`config.mk`:
```
export PLATFORM = sky130hd
export DESIGN_NAME = xml_event_tokenizer_flat
export DESIGN_NICKNAME = d
export VERILOG_FILES = /design/src/sv/xet_pkg.sv /design/src/sv/xet_in_if.sv /design/src/sv/xet_ev_if.sv /design/src/sv/xet_ram.sv /design/src/sv/xml_event_tokenizer.sv /design/src/flat_wrapper.sv
export SDC_FILE = /design/constraint.sdc
export NUM_CORES = 2
export LEC_CHECK = 0
export ABC_CLOCK_PERIOD_IN_PS = 20300
export BUFFER_PORTS_ARGS = -buffer_cell sky130_fd_sc_hd__buf_2
export CAP_MARGIN = 10
export CORE_ASPECT_RATIO = 0.8
export CORE_UTILIZATION = 55
export DETAILED_ROUTE_END_ITERATION = 6
export PLACE_DENSITY = 0.79
export REMOVE_ABC_BUFFERS = 1
export SKIP_CTS_REPAIR_TIMING = 1
export SLEW_MARGIN = 5
export SYNTH_ARGS = -nofsm -noshare
export SYNTH_HDL_FRONTEND = slang
export SYNTH_SLANG_ARGS = --single-unit
```
`constraint.sdc`:
```
create_clock -name clk -period 20.3 [get_ports clk]
set_input_delay 2.03 -clock clk [delete_from_list [all_inputs] [get_ports clk]]
set_output_delay 2.03 -clock clk [all_outputs]
set_load 0.005 [all_outputs]
```
`src/sv/xet_pkg.sv`:
```
// Shared types, constants and helpers for the XML event tokenizer.
// No dependencies.
`timescale 1ns / 1ps
`default_nettype none
package xet_pkg;

  localparam int PATH_BYTES = 256;
  localparam int ATTR_LIMIT = 64;
  localparam int PATH_AW    = $clog2(PATH_BYTES);
  localparam int FILL_W     = $clog2(PATH_BYTES + 1);
  localparam int ATTR_W     = $clog2(ATTR_LIMIT + 1);

  localparam logic [7:0] CH_LT    = 8'h3C;
  localparam logic [7:0] CH_GT    = 8'h3E;
  localparam logic [7:0] CH_SLASH = 8'h2F;
  localparam logic [7:0] CH_QUEST = 8'h3F;
  localparam logic [7:0] CH_EQ    = 8'h3D;
  localparam logic [7:0] CH_DQ    = 8'h22;
  localparam logic [7:0] CH_SQ    = 8'h27;
  localparam logic [7:0] CH_SPACE = 8'h20;

  localparam logic [1:0] EV_OPEN  = 2'd0;
  localparam logic [1:0] EV_CLOSE = 2'd1;
  localparam logic [1:0] EV_ATTR  = 2'd2;
  localparam logic [1:0] EV_ERROR = 2'd3;

  localparam logic [2:0] ERR_EMPTY      = 3'd0;
  localparam logic [2:0] ERR_BAD_ATTR   = 3'd1;
  localparam logic [2:0] ERR_PATH       = 3'd2;
  localparam logic [2:0] ERR_ATTR_LIMIT = 3'd3;
  localparam logic [2:0] ERR_UNFINISHED = 3'd4;

  typedef enum logic [12:0] {
    P_OUT       = 13'b0000000000001,
    P_TAG       = 13'b0000000000010,
    P_SKIP      = 13'b0000000000100,
    P_CLOSE     = 13'b0000000001000,
    P_NAME      = 13'b0000000010000,
    P_NAME_SL   = 13'b0000000100000,
    P_GAP       = 13'b0000001000000,
    P_GAP_SL    = 13'b0000010000000,
    P_KEY       = 13'b0000100000000,
    P_AFTER_KEY = 13'b0001000000000,
    P_VALWAIT   = 13'b0010000000000,
    P_VALUE     = 13'b0100000000000,
    P_ERR       = 13'b1000000000000
  } phase_t;

  typedef enum logic [3:0] {
    S_IDLE    = 4'b0001,
    S_PUSH2   = 4'b0010,
    S_POP_RD  = 4'b0100,
    S_POP_CHK = 4'b1000
  } seq_t;

  typedef struct packed {
    logic [1:0]  kind;
    logic [31:0] name_offset;
    logic [8:0]  name_length;
    logic [31:0] text_offset;
    logic [31:0] text_length;
    logic [8:0]  path_length;
    logic [6:0]  attribute_count;
    logic [2:0]  error_code;
    logic        last_in_run;
  } ev_t;

  function automatic logic is_space(input logic [7:0] c);
    return (c == CH_SPACE) || (c inside {[8'd9:8'd13]});
  endfunction

  function automatic logic [8:0] sat_inc9(input logic [8:0] v);
    return (v >= 9'd256) ? 9'd256 : v + 9'd1;
  endfunction

  function automatic logic [8:0] len9(input logic [FILL_W-1:0] v);
    return (int'(v) > 256) ? 9'd256 : 9'(v);
  endfunction

endpackage
`default_nettype wire

```
`src/sv/xet_in_if.sv`:
```
// Input channel: one document byte per item.
// No dependencies.
`timescale 1ns / 1ps
`default_nettype none
interface xet_in_if;
  logic       valid;
  logic       ready;
  logic [7:0] text_byte;
  logic       end_of_text;
  modport source (output valid, text_byte, end_of_text, input ready);
  modport sink   (input valid, text_byte, end_of_text, output ready);
endinterface
`default_nettype wire

```
`src/sv/xet_ev_if.sv`:
```
// Output channel: one parse event per item.
// No dependencies.
`timescale 1ns / 1ps
`default_nettype none
interface xet_ev_if;
  logic        valid;
  logic        ready;
  logic [1:0]  event_kind;
  logic [31:0] name_offset;
  logic [8:0]  name_length;
  logic [31:0] text_offset;
  logic [31:0] text_length;
  logic [8:0]  path_length;
  logic [6:0]  attribute_count;
  logic [2:0]  error_code;
  logic        last_in_run;
  modport source (output valid, event_kind, name_offset, name_length, text_offset,
                  text_length, path_length, attribute_count, error_code, last_in_run,
                  input ready);
  modport sink   (input valid, event_kind, name_offset, name_length, text_offset,
                  text_length, path_length, attribute_count, error_code, last_in_run,
                  output ready);
endinterface
`default_nettype wire

```
`src/sv/xet_ram.sv`:
```
// Generic single-port-write, single-port-read RAM with registered read.
// No dependencies.
`timescale 1ns / 1ps
`default_nettype none
module xet_ram #(
  parameter int WIDTH = 8,
  parameter int DEPTH = 256
) (
  input  wire logic                     clk,
  input  wire logic                     we,
  input  wire logic [$clog2(DEPTH)-1:0] waddr,
  input  wire logic [WIDTH-1:0]         wdata,
  input  wire logic [$clog2(DEPTH)-1:0] raddr,
  output      logic [WIDTH-1:0]         rdata
);
  logic [WIDTH-1:0] mem [DEPTH];

  always_ff @(posedge clk) begin
    if (we) begin
      mem[waddr] <= wdata;
    end
    rdata <= mem[raddr];
  end
endmodule
`default_nettype wire

```
`src/sv/xml_event_tokenizer.sv`:
```
// Top level of the streaming XML event tokenizer.
// Uses xet_pkg, xet_in_if, xet_ev_if and xet_ram.
`timescale 1ns / 1ps
`default_nettype none
// Streaming XML tokenizer. Takes one document byte per item and emits open,
// close, attribute and error events; the slash-joined element path lives in
// a 256-byte path store (one synchronous RAM, one write and one read port).
// Flow per byte: a byte is taken only once all events of the previous byte
// have left and the path sequencer is idle; the two waits overlap, so the
// longer one sets the gap. Plain text and attribute bytes never start the
// sequencer. Each event waits for a ready receiver (at most two per byte).
// A nested open uses the sequencer for the second path byte ('/' and the
// first name byte both go into the store). An element close walks the path
// store back with a read and a check state per byte, the '/' included,
// plus one more read state when the walk empties the path (read latency of
// the path store); the close event drains during the walk. After an error all
// bytes up to end_of_text are swallowed; the end_of_text byte returns every
// counter to zero, so the next document starts at offset 0. The path store
// needs no clearing: only entries below the fill count are ever read.
module xml_event_tokenizer
  import xet_pkg::*;
(
  input wire logic clk,
  input wire logic rst,
  xet_in_if.sink   text,
  xet_ev_if.source events
);

  // parser state
  logic [31:0]       pos, pos_next;
  phase_t            phase, phase_next;
  logic [FILL_W-1:0] fill, fill_next;
  logic [31:0]       cbeg, cbeg_next;
  logic              cseen, cseen_next;
  logic [31:0]       tok, tok_next;
  logic [31:0]       key_at, key_at_next;
  logic [8:0]        key_len, key_len_next;
  logic [7:0]        quote, quote_next;
  logic [ATTR_W-1:0] attrs, attrs_next;
  logic              pend, pend_next;
  logic [31:0]       name_at, name_at_next;
  logic [FILL_W-1:0] name_len, name_len_next;

  // sequencer for second push and path walk-back
  seq_t              state, state_next;
  logic [PATH_AW-1:0] p2_addr, p2_addr_next;
  logic [7:0]        p2_byte, p2_byte_next;

  // event buffer
  ev_t               ev0, ev0_next, ev1, ev1_next;
  logic [1:0]        cnt, cnt_next;

  // path store port
  logic               wr_en;
  logic [PATH_AW-1:0] wr_addr;
  logic [7:0]         wr_data;
  logic [7:0]         rd_data;

  logic accept;

  assign text.ready = (state == S_IDLE) && (cnt == 2'd0);
  assign accept     = text.valid && text.ready;

  xet_ram #(.WIDTH(8), .DEPTH(PATH_BYTES)) u_path (
    .clk   (clk),
    .we    (wr_en),
    .waddr (wr_addr),
    .wdata (wr_data),
    .raddr (PATH_AW'(fill - FILL_W'(1))),
    .rdata (rd_data)
  );

  always_comb begin
    logic [7:0]        c;
    logic              sp;
    logic [FILL_W-1:0] f;
    logic              p1, p2, do_pop;
    logic [7:0]        p1_byte;
    logic              e_open, e_close, e_close_txt, e_attr, e_err, e_err4;
    logic [2:0]        err_code;
    logic [FILL_W-1:0] ev_fill, err_fill;
    logic              sc;
    ev_t               q [2];
    ev_t               tmp;
    logic [1:0]        n;

    pos_next = pos; phase_next = phase; fill_next = fill; cbeg_next = cbeg;
    cseen_next = cseen; tok_next = tok; key_at_next = key_at;
    key_len_next = key_len; quote_next = quote; attrs_next = attrs;
    pend_next = pend; name_at_next = name_at; name_len_next = name_len;
    state_next = state; p2_addr_next = p2_addr; p2_byte_next = p2_byte;
    ev0_next = ev0; ev1_next = ev1; cnt_next = cnt;
    wr_en = 1'b0; wr_addr = p2_addr; wr_data = p2_byte;

    c = text.text_byte; sp = is_space(c); f = fill;
    p1 = 1'b0; p2 = 1'b0; do_pop = 1'b0; p1_byte = c;
    e_open = 1'b0; e_close = 1'b0; e_close_txt = 1'b0; e_attr = 1'b0;
    e_err = 1'b0; e_err4 = 1'b0; err_code = ERR_EMPTY;
    ev_fill = fill; err_fill = fill; sc = 1'b0;
    q[0] = '0; q[1] = '0; tmp = '0; n = 2'd0;

    // drain
    if (events.valid && events.ready) begin
      ev0_next = ev1;
      cnt_next = cnt - 2'd1;
    end

    case (state)
      S_PUSH2: begin
        wr_en      = 1'b1;
        state_next = S_IDLE;
      end
      S_POP_RD: begin
        state_next = (fill == '0) ? S_IDLE : S_POP_CHK;
      end
      S_POP_CHK: begin
        fill_next  = fill - FILL_W'(1);
        state_next = (rd_data == CH_SLASH) ? S_IDLE : S_POP_RD;
      end
      default: ;
    endcase

    if (accept) begin
      case (phase)
        P_OUT: begin
          if (c == CH_LT) begin
            tok_next = pos; phase_next = P_TAG;
          end else if (!cseen && !sp) begin
            cbeg_next = pos; cseen_next = 1'b1;
          end
        end
        P_TAG: begin
          if (!sp) begin
            if (c == CH_GT) begin
              e_err = 1'b1; err_code = ERR_EMPTY; err_fill = f; phase_next = P_ERR;
            end else if (c == CH_SLASH) begin
              phase_next = P_CLOSE;
            end else if (c == CH_QUEST) begin
              phase_next = P_SKIP;
            end else begin
              attrs_next = '0; pend_next = 1'b0;
              if (int'(f) >= PATH_BYTES) begin
                e_err = 1'b1; err_code = ERR_PATH; err_fill = f; phase_next = P_ERR;
              end else if (f != '0) begin
                p1 = 1'b1; p1_byte = CH_SLASH; f = f + FILL_W'(1);
                if (int'(f) >= PATH_BYTES) begin
                  e_err = 1'b1; err_code = ERR_PATH; err_fill = f; phase_next = P_ERR;
                end else begin
                  p2 = 1'b1; f = f + FILL_W'(1);
                  name_at_next = pos; name_len_next = FILL_W'(1); phase_next = P_NAME;
                end
              end else begin
                p1 = 1'b1; f = f + FILL_W'(1);
                name_at_next = pos; name_len_next = FILL_W'(1); phase_next = P_NAME;
              end
            end
          end
        end
        P_SKIP: begin
          if (c == CH_GT) begin
            phase_next = P_OUT; cseen_next = 1'b0; cbeg_next = '0; pend_next = 1'b0;
          end
        end
        P_CLOSE: begin
          if (c == CH_GT) begin
            e_close = 1'b1; e_close_txt = cseen; ev_fill = f; do_pop = 1'b1;
            phase_next = P_OUT; cseen_next = 1'b0; cbeg_next = '0; pend_next = 1'b0;
          end
        end
        P_NAME: begin
          if (pend) begin
            pend_next = 1'b0;
            if (c == CH_GT) begin
              e_open = 1'b1; sc = 1'b1;
            end else if (sp) begin
              phase_next = P_NAME_SL;
            end else if (int'(f) >= PATH_BYTES) begin
              e_err = 1'b1; err_code = ERR_PATH; err_fill = f; phase_next = P_ERR;
            end else begin
              p1 = 1'b1; p1_byte = CH_SLASH; f = f + FILL_W'(1);
              name_len_next = name_len + FILL_W'(1);
              if (c == CH_SLASH) begin
                pend_next = 1'b1;
              end else if (int'(f) >= PATH_BYTES) begin
                e_err = 1'b1; err_code = ERR_PATH; err_fill = f; phase_next = P_ERR;
              end else begin
                p2 = 1'b1; f = f + FILL_W'(1);
                name_len_next = name_len + FILL_W'(2);
              end
            end
          end else if (c == CH_GT) begin
            e_open = 1'b1;
          end else if (sp) begin
            phase_next = P_GAP;
          end else if (c == CH_SLASH) begin
            pend_next = 1'b1;
          end else if (int'(f) >= PATH_BYTES) begin
            e_err = 1'b1; err_code = ERR_PATH; err_fill = f; phase_next = P_ERR;
          end else begin
            p1 = 1'b1; f = f + FILL_W'(1); name_len_next = name_len + FILL_W'(1);
          end
        end
        P_NAME_SL: begin
          if (!sp) begin
            if (c == CH_GT) begin
              e_open = 1'b1; sc = 1'b1;
            end else if (int'(f) >= PATH_BYTES) begin
              e_err = 1'b1; err_code = ERR_PATH; err_fill = f; phase_next = P_ERR;
            end else begin
              p1 = 1'b1; p1_byte = CH_SLASH; f = f + FILL_W'(1);
              name_len_next = name_len + FILL_W'(1);
              phase_next = P_GAP;
              if (c == CH_SLASH) begin
                pend_next = 1'b1; key_at_next = pos; key_len_next = 9'd0;
              end else if (c == CH_EQ) begin
                key_at_next = pos; key_len_next = 9'd0; phase_next = P_VALWAIT;
              end else begin
                key_at_next = pos; key_len_next = 9'd1; phase_next = P_KEY;
              end
            end
          end
        end
        P_GAP: begin
          if (pend) begin
            pend_next = 1'b0;
            if (c == CH_GT) begin
              e_open = 1'b1; sc = 1'b1;
            end else if (sp) begin
              phase_next = P_GAP_SL;
            end else if (c == CH_EQ) begin
              key_len_next = 9'd1; phase_next = P_VALWAIT;
            end else begin
              // key already holds the slash, this byte extends it
              key_len_next = 9'd2; phase_next = P_KEY;
            end
          end else if (!sp) begin
            if (c == CH_GT) begin
              e_open = 1'b1;
            end else if (c == CH_SLASH) begin
              pend_next = 1'b1; key_at_next = pos; key_len_next = 9'd0;
            end else if (c == CH_EQ) begin
              key_at_next = pos; key_len_next = 9'd0; phase_next = P_VALWAIT;
            end else begin
              key_at_next = pos; key_len_next = 9'd1; phase_next = P_KEY;
            end
          end
        end
        P_GAP_SL: begin
          if (!sp) begin
            if (c == CH_GT) begin
              e_open = 1'b1; sc = 1'b1;
            end else if (c == CH_EQ) begin
              key_len_next = 9'd1; phase_next = P_VALWAIT;
            end else begin
              e_err = 1'b1; err_code = ERR_BAD_ATTR; err_fill = f; phase_next = P_ERR;
            end
          end
        end
        P_KEY: begin
          if (c == CH_GT) begin
            e_err = 1'b1; err_code = ERR_BAD_ATTR; err_fill = f; phase_next = P_ERR;
          end else if (sp) begin
            phase_next = P_AFTER_KEY;
          end else if (c == CH_EQ) begin
            phase_next = P_VALWAIT;
          end else begin
            key_len_next = sat_inc9(key_len);
          end
        end
        P_AFTER_KEY: begin
          if (!sp) begin
            if (c == CH_EQ) begin
              phase_next = P_VALWAIT;
            end else begin
              e_err = 1'b1; err_code = ERR_BAD_ATTR; err_fill = f; phase_next = P_ERR;
            end
          end
        end
        P_VALWAIT: begin
          if (!sp) begin
            if (c inside {CH_DQ, CH_SQ}) begin
              quote_next = c; tok_next = pos + 32'd1; phase_next = P_VALUE;
            end else begin
              e_err = 1'b1; err_code = ERR_BAD_ATTR; err_fill = f; phase_next = P_ERR;
            end
          end
        end
        P_VALUE: begin
          if (c == quote) begin
            if (int'(attrs) >= ATTR_LIMIT) begin
              e_err = 1'b1; err_code = ERR_ATTR_LIMIT; err_fill = f; phase_next = P_ERR;
            end else begin
              attrs_next = attrs + ATTR_W'(1);
              e_attr = 1'b1; ev_fill = f; phase_next = P_GAP;
            end
          end else if (c == CH_GT) begin
            e_err = 1'b1; err_code = ERR_BAD_ATTR; err_fill = f; phase_next = P_ERR;
          end
        end
        default: ;
      endcase

      // tag completion: open, and close for a self-closing tag
      if (e_open) begin
        ev_fill = f;
        if (sc) begin
          e_close = 1'b1; do_pop = 1'b1;
        end
        phase_next = P_OUT; cseen_next = 1'b0; cbeg_next = '0; pend_next = 1'b0;
      end

      if (p1) begin
        wr_en = 1'b1; wr_addr = PATH_AW'(fill); wr_data = p1_byte;
      end
      p2_addr_next = PATH_AW'(fill + FILL_W'(1));
      p2_byte_next = c;
      fill_next    = f;

      if (text.end_of_text && phase_next != P_OUT && phase_next != P_ERR) begin
        e_err4 = 1'b1;
      end

      // event assembly in emission order
      if (e_open) begin
        tmp = '0; tmp.kind = EV_OPEN; tmp.name_offset = name_at_next;
        tmp.name_length = len9(name_len_next); tmp.path_length = 9'(ev_fill);
        tmp.attribute_count = 7'(attrs_next);
        q[n[0]] = tmp; n = n + 2'd1;
      end
      if (e_close) begin
        tmp = '0; tmp.kind = EV_CLOSE; tmp.path_length = 9'(ev_fill);
        if (e_close_txt) begin
          tmp.text_offset = cbeg; tmp.text_length = tok - cbeg;
        end
        q[n[0]] = tmp; n = n + 2'd1;
      end
      if (e_attr) begin
        tmp = '0; tmp.kind = EV_ATTR; tmp.name_offset = key_at;
        tmp.name_length = key_len; tmp.text_offset = tok;
        tmp.text_length = pos - tok; tmp.path_length = 9'(ev_fill);
        tmp.attribute_count = 7'(attrs_next);
        q[n[0]] = tmp; n = n + 2'd1;
      end
      if (e_err) begin
        tmp = '0; tmp.kind = EV_ERROR; tmp.name_offset = pos;
        tmp.path_length = 9'(err_fill); tmp.error_code = err_code;
        q[n[0]] = tmp; n = n + 2'd1;
      end
      if (e_err4 && n != 2'd2) begin
        tmp = '0; tmp.kind = EV_ERROR; tmp.name_offset = pos;
        tmp.path_length = 9'(f); tmp.error_code = ERR_UNFINISHED;
        q[n[0]] = tmp; n = n + 2'd1;
      end
      if (n != 2'd0) begin
        q[n[1]].last_in_run = 1'b1;
      end
      ev0_next = q[0];
      ev1_next = q[1];
      cnt_next = n;

      if (text.end_of_text) begin
        // document done: back to the reset state
        pos_next = '0; phase_next = P_OUT; fill_next = '0; cbeg_next = '0;
        cseen_next = 1'b0; tok_next = '0; key_at_next = '0; key_len_next = '0;
        quote_next = '0; attrs_next = '0; pend_next = 1'b0; name_at_next = '0;
        name_len_next = '0;
      end else begin
        pos_next = pos + 32'd1;
        if (p2) begin
          state_next = S_PUSH2;
        end else if (do_pop) begin
          state_next = S_POP_RD;
        end
      end
    end
  end

  always_ff @(posedge clk) begin
    if (rst) begin
      pos <= '0; phase <= P_OUT; fill <= '0; cbeg <= '0; cseen <= 1'b0;
      tok <= '0; key_at <= '0; key_len <= '0; quote <= '0; attrs <= '0;
      pend <= 1'b0; name_at <= '0; name_len <= '0;
      state <= S_IDLE; cnt <= 2'd0;
    end else begin
      pos <= pos_next; phase <= phase_next; fill <= fill_next; cbeg <= cbeg_next;
      cseen <= cseen_next; tok <= tok_next; key_at <= key_at_next;
      key_len <= key_len_next; quote <= quote_next; attrs <= attrs_next;
      pend <= pend_next; name_at <= name_at_next; name_len <= name_len_next;
      state <= state_next; cnt <= cnt_next;
    end
    p2_addr <= p2_addr_next;
    p2_byte <= p2_byte_next;
    ev0     <= ev0_next;
    ev1     <= ev1_next;
  end

  assign events.valid           = (cnt != 2'd0);
  assign events.event_kind      = ev0.kind;
  assign events.name_offset     = ev0.name_offset;
  assign events.name_length     = ev0.name_length;
  assign events.text_offset     = ev0.text_offset;
  assign events.text_length     = ev0.text_length;
  assign events.path_length     = ev0.path_length;
  assign events.attribute_count = ev0.attribute_count;
  assign events.error_code      = ev0.error_code;
  assign events.last_in_run     = ev0.last_in_run;

endmodule
`default_nettype wire

```
`src/flat_wrapper.sv`:
```
// flat-port wrapper written by rule: the top's interface ports become plain ports
module xml_event_tokenizer_flat import xet_pkg::*;
  (clk, rst, text_valid, text_text_byte, text_end_of_text, text_ready, events_valid, events_event_kind, events_name_offset, events_name_length, events_text_offset, events_text_length, events_path_length, events_attribute_count, events_error_code, events_last_in_run, events_ready);
  xet_in_if text_i ();
  xet_ev_if events_i ();
  input wire logic clk;
  input wire logic rst;
  input wire logic [$bits(text_i.valid)-1:0] text_valid;
  input wire logic [$bits(text_i.text_byte)-1:0] text_text_byte;
  input wire logic [$bits(text_i.end_of_text)-1:0] text_end_of_text;
  output wire logic [$bits(text_i.ready)-1:0] text_ready;
  output wire logic [$bits(events_i.valid)-1:0] events_valid;
  output wire logic [$bits(events_i.event_kind)-1:0] events_event_kind;
  output wire logic [$bits(events_i.name_offset)-1:0] events_name_offset;
  output wire logic [$bits(events_i.name_length)-1:0] events_name_length;
  output wire logic [$bits(events_i.text_offset)-1:0] events_text_offset;
  output wire logic [$bits(events_i.text_length)-1:0] events_text_length;
  output wire logic [$bits(events_i.path_length)-1:0] events_path_length;
  output wire logic [$bits(events_i.attribute_count)-1:0] events_attribute_count;
  output wire logic [$bits(events_i.error_code)-1:0] events_error_code;
  output wire logic [$bits(events_i.last_in_run)-1:0] events_last_in_run;
  input wire logic [$bits(events_i.ready)-1:0] events_ready;
  assign text_i.valid = text_valid;
  assign text_i.text_byte = text_text_byte;
  assign text_i.end_of_text = text_end_of_text;
  assign text_ready = text_i.ready;
  assign events_valid = events_i.valid;
  assign events_event_kind = events_i.event_kind;
  assign events_name_offset = events_i.name_offset;
  assign events_name_length = events_i.name_length;
  assign events_text_offset = events_i.text_offset;
  assign events_text_length = events_i.text_length;
  assign events_path_length = events_i.path_length;
  assign events_attribute_count = events_i.attribute_count;
  assign events_error_code = events_i.error_code;
  assign events_last_in_run = events_i.last_in_run;
  assign events_i.ready = events_ready;
  xml_event_tokenizer u_core (.clk(clk), .rst(rst), .text(text_i), .events(events_i));
endmodule
```
==> flow_summary.json <==
{
  "cts_buffers": 226,
  "synth.area.top_cells": "edfxtp_1 64%, mux4_2 14%, dfxtp_1 4.3%",
  "r2r_end": "u_core.events.name_offset[6]",
  "hold_path_end": "u_core.key_at[23]",
  "rr_worst_depth": 21,
  "end_kind": "flop",
  "setup_tns_ns": 0,
  "grt_pass1_vias": 63016,
  "clk_latency_ns": 0.91,
  "grt_setup_unrepaired": "false",
  "p_clk_frac": 0.336,
  "yosysMostFrequentCell": "edfxtp_1",
  "die_area_mm2": 0.1986,
  "netlist_area_mm2": 0.1082,
  "max-cap-violations": 0,
  "yosysWarnings": 0,
  "post-place-ws_ns": 11.67,
  "p_per_area_mw_per_mm2": 111.8,
  "io_buffers": 141,
  "place_congestion": 0.9504,
  "cp_common_cell": "nand2_1",
  "crit_type": "reg2reg",
  "grt_max_degree": 226,
  "synth_top_area_frac": 0.6430,
  "synth_top_area_cell": "edfxtp_1",
  "hold_violations": 0,
  "layout-drive-gt1-share": 0.1969,
  "syn_avg_cell_area_um2": 16.24,
  "cp_slowest_stage_delay_ns": 1.08,
  "r2r_start": "u_core.phase[1]",
  "p_seq_frac": 0.465,
  "utilization": 0.6114,
  "nNetsFinal": 6800,
  "drt-pass1-iter-count": 6,
  "leakage_uw": 0.03711,
  "power.internal_uw": 9514,
  "hold_start": "u_core.key_at[23]",
  "fmax_ghz": 0.1219,
  "core.rowCount": 145,
  "min_path_cells": 2,
  "num_io_pins": 142,
  "ant_nets": 0,
  "numPlacedInstances": 9041,
  "status": "complete, no violations",
  "ys_seq_area_frac": 0.6858,
  "critical_path.max_fanout": 63,
  "synthTopCellsByCount": "2318 x edfxtp_1, 708 x nor2_1, 680 x mux4_2",
  "coreArea_mm2": 0.1954,
  "synth-edff-count": 2318,
  "power.switching_uw": 3842,
  "fin_total_pwr_uw": 13360,
  "synth_seq_cells": 2549,
  "worstPathRequired_ns": 20.88,
  "final_cells": 9467,
  "maxSlewHeadroom": 0.09256,
  "cts.sinks": 2549,
  "via_per_inst": 6.888,
  "grt_pass1_wl_mm": 437.6,
  "r2r_setup_slack_ns": 12.10,
  "async_flop_share": 0,
  "fp.dieW_um": 498,
  "path_buf_inv": 4,
  "crit_family": "simple AND/OR/NAND/NOR gates",
  "antenna_found_initial": 13,
  "layout_setup_ws_ns": 12.10,
  "skew_ns": 0.08667,
  "dp_hpwl_mm": 170.3,
  "routedWlPerCell_um": 31.81,
  "cp.arrival_ns": 8.78,
  "vias": 65210,
  "tightest_slew_ns": 1.361,
  "final_period_minus_worst_setup_slack_ns": 8.200,
  "ir_drop_mv": 0.1025,
  "critPathLaunchType": "flop",
  "root_buffer": "clkbuf_16",
  "drv_slew": 0,
  "grt_use_total": 0.3014,
  "min_path_type": "reg2reg",
  "area_delta_synth_final_pct": 10.36,
  "combPwrFrac": 0.199,
  "overflow": 0,
  "setup_viol": 0,
  "period_share": 0.4040,
  "drc_errors": 0,
  "cts_tree": "yes",
  "drt-total-wl_mm": 301.1,
  "drt-initial-drc-count": 10223,
  "crit_path_cell_trace": "or4_1 > nor4_1 > and3_1 > nor2_1 > nand2_1 > nand2_1 > buf_4 > inv_1 > ha_1 > ha_1 > or2_2 > xor2_1 > ha_1 > or3_1 > nand2_1 > nand2_1 > a21oi_4 > buf_4 > buf_4 > mux2i_1 > o21ai_0",
  "netSwitchingFraction": 0.2877,
  "synthDistinctLibCells": 90,
  "postSynthCellCount": 6667,
  "h-tree-depth": 4,
  "multiInputGateArea_mm2": 0.03212,
  "start_util": 0.5540,
  "cts_max_path_buffers": 3,
  "clkTransAtPathRegs_ns": 0.07,
  "ys.flop_type": "edfxtp_1",
  "die_height_um": 398.8,
  "cp_slowest_cell": "nor4_1",
  "fillers": 13312,
  "regArea_mm2": 0.07423
}
==> kinds of logic (layout without fill, tap and decap cells) <==
| logic type | Yosys count | count (layout) | synth area share |
|---|---|---|---|
| AO/OA/AOI/OAI | 1025 | 1025 | 0.06140 |
| XOR/XNOR | 144 | 144 | 0.01165 |
| adder cells (fa/ha/maj) | 89 | 89 | 0.01043 |
| buffers and inverters | 571 | 796 | 0.02018 |
| flip-flops | 2549 | 2549 | 0.6858 |
| multiplexers | 756 | 756 | 0.1486 |
| other | 0 | 3 | 0 |
| AND/OR/NAND/NOR | 1533 | 1533 | 0.06200 |
==> state kept, by name, indices dropped and copies added (netlist names), 8 cells and up <==
signal                     flops
u_core.u_path.mem           2048
u_core.events.name_length      9
u_core.events.name_offset     32
u_core.events.path_length      9
u_core.fill                    9
u_core.events.text_offset     32
u_core.cbeg                   32
u_core.name_len                9
u_core.p2_addr                 8
u_core.ev1                   127
u_core.key_at                 32
u_core.tok                    32
u_core.events.text_length     32
u_core.p2_byte                 8
u_core.key_len                 9
u_core.pos                    32
u_core.name_at                32
u_core.u_path.rdata            8
u_core.quote                   8
u_core.phase                  13
==> worst register-to-register path, cell delays in order, from the launching register on <==
cell and delay (ns):
dfxtp_1 0.48, or4_1 0.74, nor4_1 1.08, and3_1 0.42
nor2_1 0.12, nand2_1 0.12, nand2_1 0.07, buf_4 0.31
inv_1 0.21, ha_1 0.39, ha_1 0.53, or2_2 0.49
xor2_1 0.22, ha_1 0.21, or3_1 0.40, nand2_1 0.08
nand2_1 0.09, a21oi_4 0.13, buf_4 0.78, buf_4 0.70
mux2i_1 0.27, o21ai_0 0.10
==> per-stage QoR <==
stage	instance area [um2]	hold slack, ns
2_1_floorplan	106500	0.4375
3_5_place_dp	111700	0.4578
4_1_cts	119400	0.4662
3_3_place_gp	111700	0.4507
5_1_grt	119500	0.4863
6_report	119500	0.4638
==> routing by layer <==
| layer | GRT usage | routed length (um) | vias to the layer above |
|---|---|---|---|
| met1 | 0.4163 | 111300 | 33227 |
| met5 | 0 | 99 | - |
| met2 | 0.4719 | 141500 | 4870 |
| li1 | - | - | 26397 |
| met4 | 0.1036 | 11390 | 14 |
| met3 | 0.07420 | 36910 | 702 |
==> layout make-up <==
| cell class | count | share of cell area |
|---|---|---|
| diodes | 3 | 0.00006284 |
| inverters | 109 | 0.003488 |
| repair buffers | 265 | 0.01476 |
| multi-input cells | 3547 | 0.2689 |
| flip-flops and latches | 2549 | 0.6214 |
| clock buffers | 284 | 0.05044 |
| well taps | 2572 | 0.02694 |
| clock inverters | 138 | 0.01399 |
==> how the worst max path moves through the flow <==
stage	startpoint	end	slack (ns)	cells past startpoint
final	u_core.phase[1]	u_core.events.name_offset[6]	12.10	21
after global routing	u_core.phase[1]	u_core.events.name_offset[6]	11.91	21
after CTS	u_core.phase[1]	u_core.events.name_offset[6]	12.43	21
after detailed placement	text_text_byte[1]	u_core.u_path.mem[84][4]	11.67	13
after global placement	text_text_byte[5]	u_core.events.name_offset[12]	11.90	19
after floorplan	u_core.fill[0]	u_core.u_path.rdata[0]	-16.29	6
==> placed cells by master (no fill, tap or decap), types with 27 or more instances in the layout <==
master     instances
edfxtp_1        2318
nor2_1           705
mux4_2           680
nand2_1          398
a21oi_1          252
dfxtp_1          230
clkbuf_16        228
o21ai_0          211
a22oi_1          150
buf_2            140
buf_4            115
inv_1            104
nand3_1           97
o31ai_1           90
ha_1              86
xnor2_1           74
nor3_1            71
mux2i_1           70
xor2_1            65
clkinv_1          48
clkbuf_1          45
a21o_1            42
clkinv_2          40
a31oi_1           37
a22o_1            34
and3_1            33
and2_1            29
nor4_1            28
bufinv_16         27
==> power by group through the flow <==
| stage | logic [uW] | clock network, uW | registers (uW) |
|---|---|---|---|
| CTS | 2610 | 4500 | 6210 |
| detailed placement | 2560 | 0 | 6320 |
| finish | 2660 | 4490 | 6210 |
| global placement | 2490 | 0 | 6310 |
| global route | 2730 | 4680 | 6220 |
| floorplan | 2100 | 0 | 6400 |
No activity file was read; power rests on OpenSTA's default activity.
